<file path="config.mk">
export PLATFORM = sky130hd
export DESIGN_NAME = bresenham_line_rasterizer_flat
export DESIGN_NICKNAME = d
export VERILOG_FILES = /design/src/rtl/core/blr_pkg.sv /design/src/rtl/core/blr_if.sv /design/src/rtl/core/bresenham_line_rasterizer.sv /design/src/rtl/core/blr_ctrl.sv /design/src/rtl/core/blr_datapath.sv /design/src/flat_wrapper.sv
export SDC_FILE = /design/constraint.sdc
export NUM_CORES = 1
export LEC_CHECK = 0
export BUFFER_PORTS_ARGS = -buffer_cell sky130_fd_sc_hd__buf_2
export CAP_MARGIN = 20
export CELL_PAD_IN_SITES_DETAIL_PLACEMENT = 0
export CELL_PAD_IN_SITES_GLOBAL_PLACEMENT = 1
export CORE_MARGIN = 3
export CORE_UTILIZATION = 30
export CTS_CLUSTER_SIZE = 28
export DETAILED_ROUTE_END_ITERATION = 10
export HOLD_SLACK_MARGIN = 0.15
export PLACE_DENSITY = 0.64
export REMOVE_ABC_BUFFERS = 1
export SYNTH_ARGS = -nofsm -noshare
export SYNTH_HDL_FRONTEND = slang
export SYNTH_SLANG_ARGS = --single-unit
export TNS_END_PERCENT = 30
</file>
<file path="constraint.sdc">
create_clock -name clk -period 7.2 [get_ports clk]
set_input_delay 0.36 -clock clk [delete_from_list [all_inputs] [get_ports clk]]
set_output_delay 0.36 -clock clk [all_outputs]
set_load 0.05 [all_outputs]
</file>
<file path="src/rtl/core/blr_pkg.sv">
// ----------------------------------------------------------------------------
// blr_pkg: shared types for the line rasteriser
// Transaction payloads and the command and status groups that pass between
// the controller and the datapath.
// ----------------------------------------------------------------------------
package blr_pkg;

  localparam int FIELD_COORD_W = 6;
  localparam int COLOR_W       = 4;

  typedef struct packed {
    logic [FIELD_COORD_W-1:0] start_x;
    logic [FIELD_COORD_W-1:0] start_y;
    logic [FIELD_COORD_W-1:0] end_x;
    logic [FIELD_COORD_W-1:0] end_y;
    logic [COLOR_W-1:0]       line_color;
  } line_cmd_t;

  typedef struct packed {
    logic [FIELD_COORD_W-1:0] pixel_x;
    logic [FIELD_COORD_W-1:0] pixel_y;
    logic [COLOR_W-1:0]       pixel_color;
    logic                     last_pixel;
  } pixel_t;

  typedef struct packed {
    logic load;
    logic emit;
  } dp_cmd_t;

  typedef struct packed {
    logic last_step;
    logic out_free;
  } dp_status_t;

endpackage

</file>
<file path="src/rtl/core/blr_if.sv">
// ----------------------------------------------------------------------------
// blr_if: channel interfaces
// Valid/ready channels for line commands and for pixels.
// ----------------------------------------------------------------------------
interface line_cmd_if;
  logic               valid;
  logic               ready;
  blr_pkg::line_cmd_t data;

  modport source (output valid, output data, input ready);
  modport sink   (input valid, input data, output ready);
endinterface

interface pixel_if;
  logic            valid;
  logic            ready;
  blr_pkg::pixel_t data;

  modport source (output valid, output data, input ready);
  modport sink   (input valid, input data, output ready);
endinterface

</file>
<file path="src/rtl/core/bresenham_line_rasterizer.sv">
// ----------------------------------------------------------------------------
// bresenham_line_rasterizer: Bresenham line rasteriser, top level
// Turns each line command into its pixels, first endpoint first.
// ----------------------------------------------------------------------------
// A line command with major-axis delta D produces D + 1 pixels. The set-up
// for a command is loaded when the command is taken, then the single stepper
// issues one pixel per cycle, which is the limit on throughput. The next
// command is taken as soon as the final pixel has moved into the output
// register. Stalls on the pixel channel hold the stepper.
module bresenham_line_rasterizer #(
  parameter int COORD_BITS = 6
) (
  input logic        clk,
  input logic        rst,
  line_cmd_if.sink   cmd,
  pixel_if.source    pix
);
  import blr_pkg::*;

  dp_cmd_t    dp_cmd;
  dp_status_t status;

  blr_ctrl u_ctrl (
    .clk       (clk),
    .rst       (rst),
    .cmd_valid (cmd.valid),
    .cmd_ready (cmd.ready),
    .status    (status),
    .dp_cmd    (dp_cmd)
  );

  blr_datapath #(
    .COORD_BITS (COORD_BITS)
  ) u_datapath (
    .clk      (clk),
    .rst      (rst),
    .dp_cmd   (dp_cmd),
    .status   (status),
    .cmd_data (cmd.data),
    .pix      (pix)
  );

endmodule

</file>
<file path="src/rtl/core/blr_ctrl.sv">
// ----------------------------------------------------------------------------
// blr_ctrl: line rasteriser controller
// Accepts a line command when idle, then sequences the stepper one pixel per
// free output slot until the final pixel has been issued.
// ----------------------------------------------------------------------------
module blr_ctrl (
  input  logic                clk,
  input  logic                rst,
  input  logic                cmd_valid,
  output logic                cmd_ready,
  input  blr_pkg::dp_status_t status,
  output blr_pkg::dp_cmd_t    dp_cmd
);
  import blr_pkg::*;

  typedef enum logic [1:0] {
    ST_IDLE = 2'b01,
    ST_RUN  = 2'b10
  } state_t;

  state_t state, state_next;

  always_comb begin
    state_next  = state;
    cmd_ready   = 1'b0;
    dp_cmd.load = 1'b0;
    dp_cmd.emit = 1'b0;
    unique case (state)
      ST_IDLE: begin
        cmd_ready = 1'b1;
        if (cmd_valid) begin
          dp_cmd.load = 1'b1;
          state_next  = ST_RUN;
        end
      end
      ST_RUN: begin
        if (status.out_free) begin
          dp_cmd.emit = 1'b1;
          if (status.last_step) begin
            state_next = ST_IDLE;
          end
        end
      end
      default: begin
        state_next = ST_IDLE;
      end
    endcase
  end

  always_ff @(posedge clk) begin
    if (rst) begin
      state <= ST_IDLE;
    end else begin
      state <= state_next;
    end
  end

endmodule

</file>
<file path="src/rtl/core/blr_datapath.sv">
// ----------------------------------------------------------------------------
// blr_datapath: line rasteriser stepper and output register
// Holds the line set-up, the Bresenham error term and the current position,
// and registers each issued pixel towards the output channel.
// ----------------------------------------------------------------------------
module blr_datapath #(
  parameter int COORD_BITS = 6
) (
  input  logic                clk,
  input  logic                rst,
  input  blr_pkg::dp_cmd_t    dp_cmd,
  output blr_pkg::dp_status_t status,
  input  blr_pkg::line_cmd_t  cmd_data,
  pixel_if.source             pix
);
  import blr_pkg::*;

  localparam int EW = COORD_BITS + 3;

  logic [COORD_BITS-1:0] cur_x, cur_y, steps, major, minor;
  logic [EW-1:0]         err;
  logic                  sxn, syn, xmaj;
  logic [COLOR_W-1:0]    color;
  logic                  out_valid;
  pixel_t                out_data;

  logic [COORD_BITS-1:0] x0, y0, x1, y1, adx, ady, major_n, minor_n;
  logic                  sxn_n, syn_n, xmaj_n;
  logic [EW-1:0]         err_init, two_minor, two_major, err_step;
  logic                  err_ge;
  logic [COORD_BITS-1:0] x_inc, y_inc;

  assign x0 = cmd_data.start_x[COORD_BITS-1:0];
  assign y0 = cmd_data.start_y[COORD_BITS-1:0];
  assign x1 = cmd_data.end_x[COORD_BITS-1:0];
  assign y1 = cmd_data.end_y[COORD_BITS-1:0];

  always_comb begin
    sxn_n    = x1 < x0;
    syn_n    = y1 < y0;
    adx      = sxn_n ? (x0 - x1) : (x1 - x0);
    ady      = syn_n ? (y0 - y1) : (y1 - y0);
    xmaj_n   = adx > ady;
    major_n  = xmaj_n ? adx : ady;
    minor_n  = xmaj_n ? ady : adx;
    err_init = (EW'(minor_n) << 1) - EW'(major_n);
  end

  always_comb begin
    two_minor = EW'(minor) << 1;
    two_major = EW'(major) << 1;
    err_ge    = !err[EW-1];
    err_step  = err_ge ? (err + two_minor - two_major) : (err + two_minor);
    x_inc     = sxn ? (cur_x - 1'b1) : (cur_x + 1'b1);
    y_inc     = syn ? (cur_y - 1'b1) : (cur_y + 1'b1);
  end

  assign status.last_step = (steps == '0);
  assign status.out_free  = !out_valid || pix.ready;

  assign pix.valid = out_valid;
  assign pix.data  = out_data;

  always_ff @(posedge clk) begin
    if (rst) begin
      cur_x <= '0;
      cur_y <= '0;
      err   <= '0;
      steps <= '0;
      major <= '0;
      minor <= '0;
      sxn   <= 1'b0;
      syn   <= 1'b0;
      xmaj  <= 1'b0;
      color <= '0;
    end else if (dp_cmd.load) begin
      cur_x <= x0;
      cur_y <= y0;
      err   <= err_init;
      steps <= major_n;
      major <= major_n;
      minor <= minor_n;
      sxn   <= sxn_n;
      syn   <= syn_n;
      xmaj  <= xmaj_n;
      color <= cmd_data.line_color;
    end else if (dp_cmd.emit) begin
      err   <= err_step;
      steps <= steps - 1'b1;
      if (xmaj) begin
        cur_x <= x_inc;
        if (err_ge) begin
          cur_y <= y_inc;
        end
      end else begin
        cur_y <= y_inc;
        if (err_ge) begin
          cur_x <= x_inc;
        end
      end
    end
  end

  always_ff @(posedge clk) begin
    if (dp_cmd.emit) begin
      out_data.pixel_x     <= FIELD_COORD_W'(cur_x);
      out_data.pixel_y     <= FIELD_COORD_W'(cur_y);
      out_data.pixel_color <= color;
      out_data.last_pixel  <= (steps == '0);
    end
  end

  always_ff @(posedge clk) begin
    if (rst) begin
      out_valid <= 1'b0;
    end else if (dp_cmd.emit) begin
      out_valid <= 1'b1;
    end else if (pix.ready) begin
      out_valid <= 1'b0;
    end
  end

endmodule

</file>
<file path="src/flat_wrapper.sv">
// flat-port wrapper written by rule: the top's interface ports become plain ports
module bresenham_line_rasterizer_flat import blr_pkg::*;
#(
  parameter int COORD_BITS = 6
)
  (clk, rst, cmd_valid, cmd_data, cmd_ready, pix_valid, pix_data, pix_ready);
  line_cmd_if cmd_i ();
  pixel_if pix_i ();
  input logic clk;
  input logic rst;
  input wire logic [$bits(cmd_i.valid)-1:0] cmd_valid;
  input wire logic [$bits(cmd_i.data)-1:0] cmd_data;
  output wire logic [$bits(cmd_i.ready)-1:0] cmd_ready;
  output wire logic [$bits(pix_i.valid)-1:0] pix_valid;
  output wire logic [$bits(pix_i.data)-1:0] pix_data;
  input wire logic [$bits(pix_i.ready)-1:0] pix_ready;
  assign cmd_i.valid = cmd_valid;
  assign cmd_i.data = cmd_data;
  assign cmd_ready = cmd_i.ready;
  assign pix_valid = pix_i.valid;
  assign pix_data = pix_i.data;
  assign pix_i.ready = pix_ready;
  bresenham_line_rasterizer #(.COORD_BITS(COORD_BITS)) u_core (.clk(clk), .rst(rst), .cmd(cmd_i), .pix(pix_i));
endmodule
</file>
==> impl_metrics.tcl <==
set metrics [dict create \
    run_status "finished, final reports clean" \
    cts_setup_buffers 0 \
    timing.setup.critical_path_class "in2reg" \
    most_common_flop_cell_mapped_by_yosys "dfxtp_1" \
    endpoint_kind "register" \
    synth_sequential_area_ratio_pct 30.4 \
    totalNegativeSetupSlack_ns 0 \
    r2r.worst_path.cells 12 \
    fmax_ghz 0.167 \
    start_util_pct 31.3 \
    tritoncts "done" \
    number_of_sinks_on_the_clock_net 65 \
    timing.final.crit_share_pct 83.0 \
    hpwlAfterDp_um 8930 \
    cts_hold_buf 0 \
    ant_nets 0 \
    timing.clock.skew_ns 0.00714 \
    peakVddDrop_mv 0.206 \
    overflow 0 \
    die-area_sq_mm 0.0177 \
    synth.yosys.warnings 0 \
    cell_depth_of_the_worst_min_delay_path 3 \
    cpMaxStageDelayCell "o31a_1" \
    netlist_area_sq_mm 0.00484 \
    worst_slew_pin_slew_ns 0.927 \
    netlist-cell-type-count 59 \
    critical-path-max-stage-delay_ns 0.74 \
    port_buffers 50 \
    final_hold_viol_count 0 \
    hold_class "in2reg" \
    startpoint_type "primary input" \
    layout-drive-gt1-share_pct 13.5 \
    io_pins 51 \
    synth-edff-count 17 \
    layout-area-overhead-vs-synth_pct 16.0 \
    route.detailed.vias_per_inst 4.87 \
    die_height_um 133 \
    clk_path_buf_depth 2 \
    detailedRoute.firstIterationViolations 157 \
    num_rows 45 \
    unrepaired_setup_endpoints_after_global_routing "no" \
    cap_violations 0 \
    hold_ws_ns 0.250 \
    slew_headroom_pct 38.2 \
    period_needed_ns 5.97 \
    worst_skew_pair.late_latency_ns 0.35 \
    cp_top_family "compound AO/OA/AOI/OAI gates" \
    critical_path.max_fanout 24 \
    groute.usage.overall_pct 13.9 \
    wl_cell_um 14.8 \
    n_fill_cell 1584 \
    grt_pass1_wl_um 19600 \
    synth.ff_latch_count 65 \
    routed_wirelength_um 12000 \
    crit_buf_inv 4 \
    critical_path_depth 24 \
    critical_path_cell_by_cell "buf_2 -> inv_1 -> ha_1 -> inv_1 -> fa_1 -> a211oi_1 -> o21bai_1 -> a21oi_2 -> mux2i_1 -> xor2_1 -> inv_1 -> ha_1 -> and4_1 -> o21a_1 -> o31a_1 -> mux2i_1 -> ha_1 -> nor2b_1 -> o21ai_0 -> a21oi_1 -> o21ai_0 -> or2b_2 -> or3_1 -> a311oi_1" \
    clock_tree.htree_level_count 3 \
    syn-instance-count 554 \
    power.density_mw_per_mm2 326 \
    design.core.area_sq_mm 0.0155 \
    cts_buffers 9 \
    route.detailed.drc 0 \
    root_buffer "clkbuf_16" \
    final-max-slew-violation-count 0 \
    post_cts_resized 0 \
    syn_area_per_cell_sq_um 8.74 \
    fp.dieW_um 133 \
    grt_pass1_vias 3930 \
    clkTransAtPathRegs_ns 0.06 \
    antenna-diode-count 0 \
    number_of_antenna_violations_at_the_first_check_in_global_routing 0 \
    critPathArrivalTime_ns 6.23 \
    finalNetCount 692 \
    critical_path_required_ns 7.45 \
    setup_violations 0 \
    grt_max_degree 51 \
    first_pass_iters 4 \
    gp_routability_congestion 0.850 \
    leakagePower_nw 2.50 \
    ys_async_sr_fraction_pct 0 \
    detailroute.via_count 3951 \
]
[layer usage]
layer	vias to the layer above	routed length [um]	global-route usage, %
li1	2026	-	-
met4	0	198	5.02
met5	-	0	0
met2	53	5560	23.1
met1	1857	5840	17.6
met3	15	402	3.19
[power by group]
part	switching [mW]	internal (mW)	total, mW	leakage (nW)
clock	0.168	0.311	0.479	0.161
sequential	0.0373	0.425	0.462	0.550
combinational	0.506	0.385	0.891	1.79
[placed cells by master (no fill, tap or decap), types with 2 or more instances in the layout]
cell type / count
inv_1: 62
ha_1: 55
dfxtp_1: 48
nand2b_1: 4
a211oi_1: 18
nor2_1: 35
buf_2: 50
a21oi_1: 57
nand3b_1: 4
fa_1: 9
and3_1: 3
a22oi_1: 2
o21a_1: 8
o21bai_1: 3
mux2i_1: 26
clkbuf_1: 2
or4_1: 2
o211ai_1: 3
a21o_1: 10
inv_4: 2
nand3_1: 11
nor2b_1: 6
o22ai_1: 4
xnor2_1: 20
xor2_1: 13
nor3_1: 4
clkbuf_16: 11
buf_4: 5
a21o_2: 2
a221oi_1: 7
o31a_1: 3
o21ai_0: 25
edfxtp_1: 17
and2_1: 5
nand2_1: 38
mux2_2: 2
[cell families (layout without fill, tap and decap cells)]
group	count (synthesis)	in the layout	synth area share [%]
and+or+nand+nor	118	118	11.4
xor gates and xnor gates	33	33	5.97
AOI/OAI and AO/OA	158	158	21.2
DFF	65	65	30.4
muxes	29	29	6.15
adders and majority gates	64	64	17.9
buffers and inverters	87	134	6.98
[flip-flops by register name (all words and copies together) (netlist names)]
signal / count
u_core.u_datapath.color: 4
u_core.u_datapath.minor: 6
u_core.u_datapath.major: 6
u_core.u_datapath.pix.data: 17
u_core.u_datapath.cur_y: 6
u_core.u_datapath.syn: 1
u_core.u_datapath.err: 8
u_core.u_datapath.xmaj: 1
u_core.u_datapath.steps: 6
u_core.u_ctrl.state: 2
u_core.u_datapath.cur_x: 6
u_core.u_datapath.pix.valid: 1
u_core.u_datapath.sxn: 1
[layout make-up]
cell class	instances	area, sq um	share of cell area, %
clock buffer	13	283	5.03
clock inverter	3	42.5	0.757
inverter	63	236	4.21
multi-input combinational	402	3030	54.0
sequential	65	1470	26.2
tap	211	264	4.70
timing repair buffer	55	288	5.12
[synth_stat cells (all sizes together) (7+ instances only)]
master / n / share of area (%)
a221oi: 7 / 1.3
clkbuf: 19 / 1.5
a211oi: 19 / 3.0
inv: 62 / 4.8
nand3: 11 / 1.1
xor2: 13 / 2.4
edfxtp: 17 / 11
a21oi: 59 / 6.4
a21o: 12 / 1.9
dfxtp: 48 / 20
o21ai: 25 / 2.6
fa: 9 / 3.7
nor2: 35 / 2.7
xnor2: 20 / 3.6
nand2: 38 / 2.9
ha: 55 / 14
o21a: 8 / 1.2
mux2i: 26 / 5.4
[path summary, 6_finish.rpt]
path	start	end	slack, ns
hold / removal	cmd_data[2]	u_core.u_datapath.color[2]	0.25
setup reg to reg	u_core.u_datapath.minor[1]	u_core.u_datapath.err[8]	4.18
hold reg to reg	u_core.u_datapath.color[2]	u_core.u_datapath.pix.data[3]	0.43
setup / recovery	cmd_data[4]	u_core.u_datapath.err[6]	1.23
[stage by stage]
stage / instance area (sq um) / total power [mW] / setup slack [ns] / utilization [%] / instances
2_1_floorplan: 4740 / 1.15 / 1.70 / - / 530
3_3_place_gp: 5290 / 1.35 / 1.15 / 34.2 / 796
3_5_place_dp: 5290 / 1.36 / 0.943 / 34.2 / 796
4_1_cts: 5620 / 1.85 / 1.27 / 36.3 / 812
5_1_grt: 5620 / 1.98 / 0.760 / 36.3 / 812
6_report: 5620 / 1.83 / 1.23 / 36.3 / 812
[tightest hold or removal path: cells and delay by family]
family,cells,cell delay [ns]
buf+inv,1,0.09
simple gates,1,0.05
compound gates,1,0.05
Note: power is estimated with default switching activity, not from simulation.
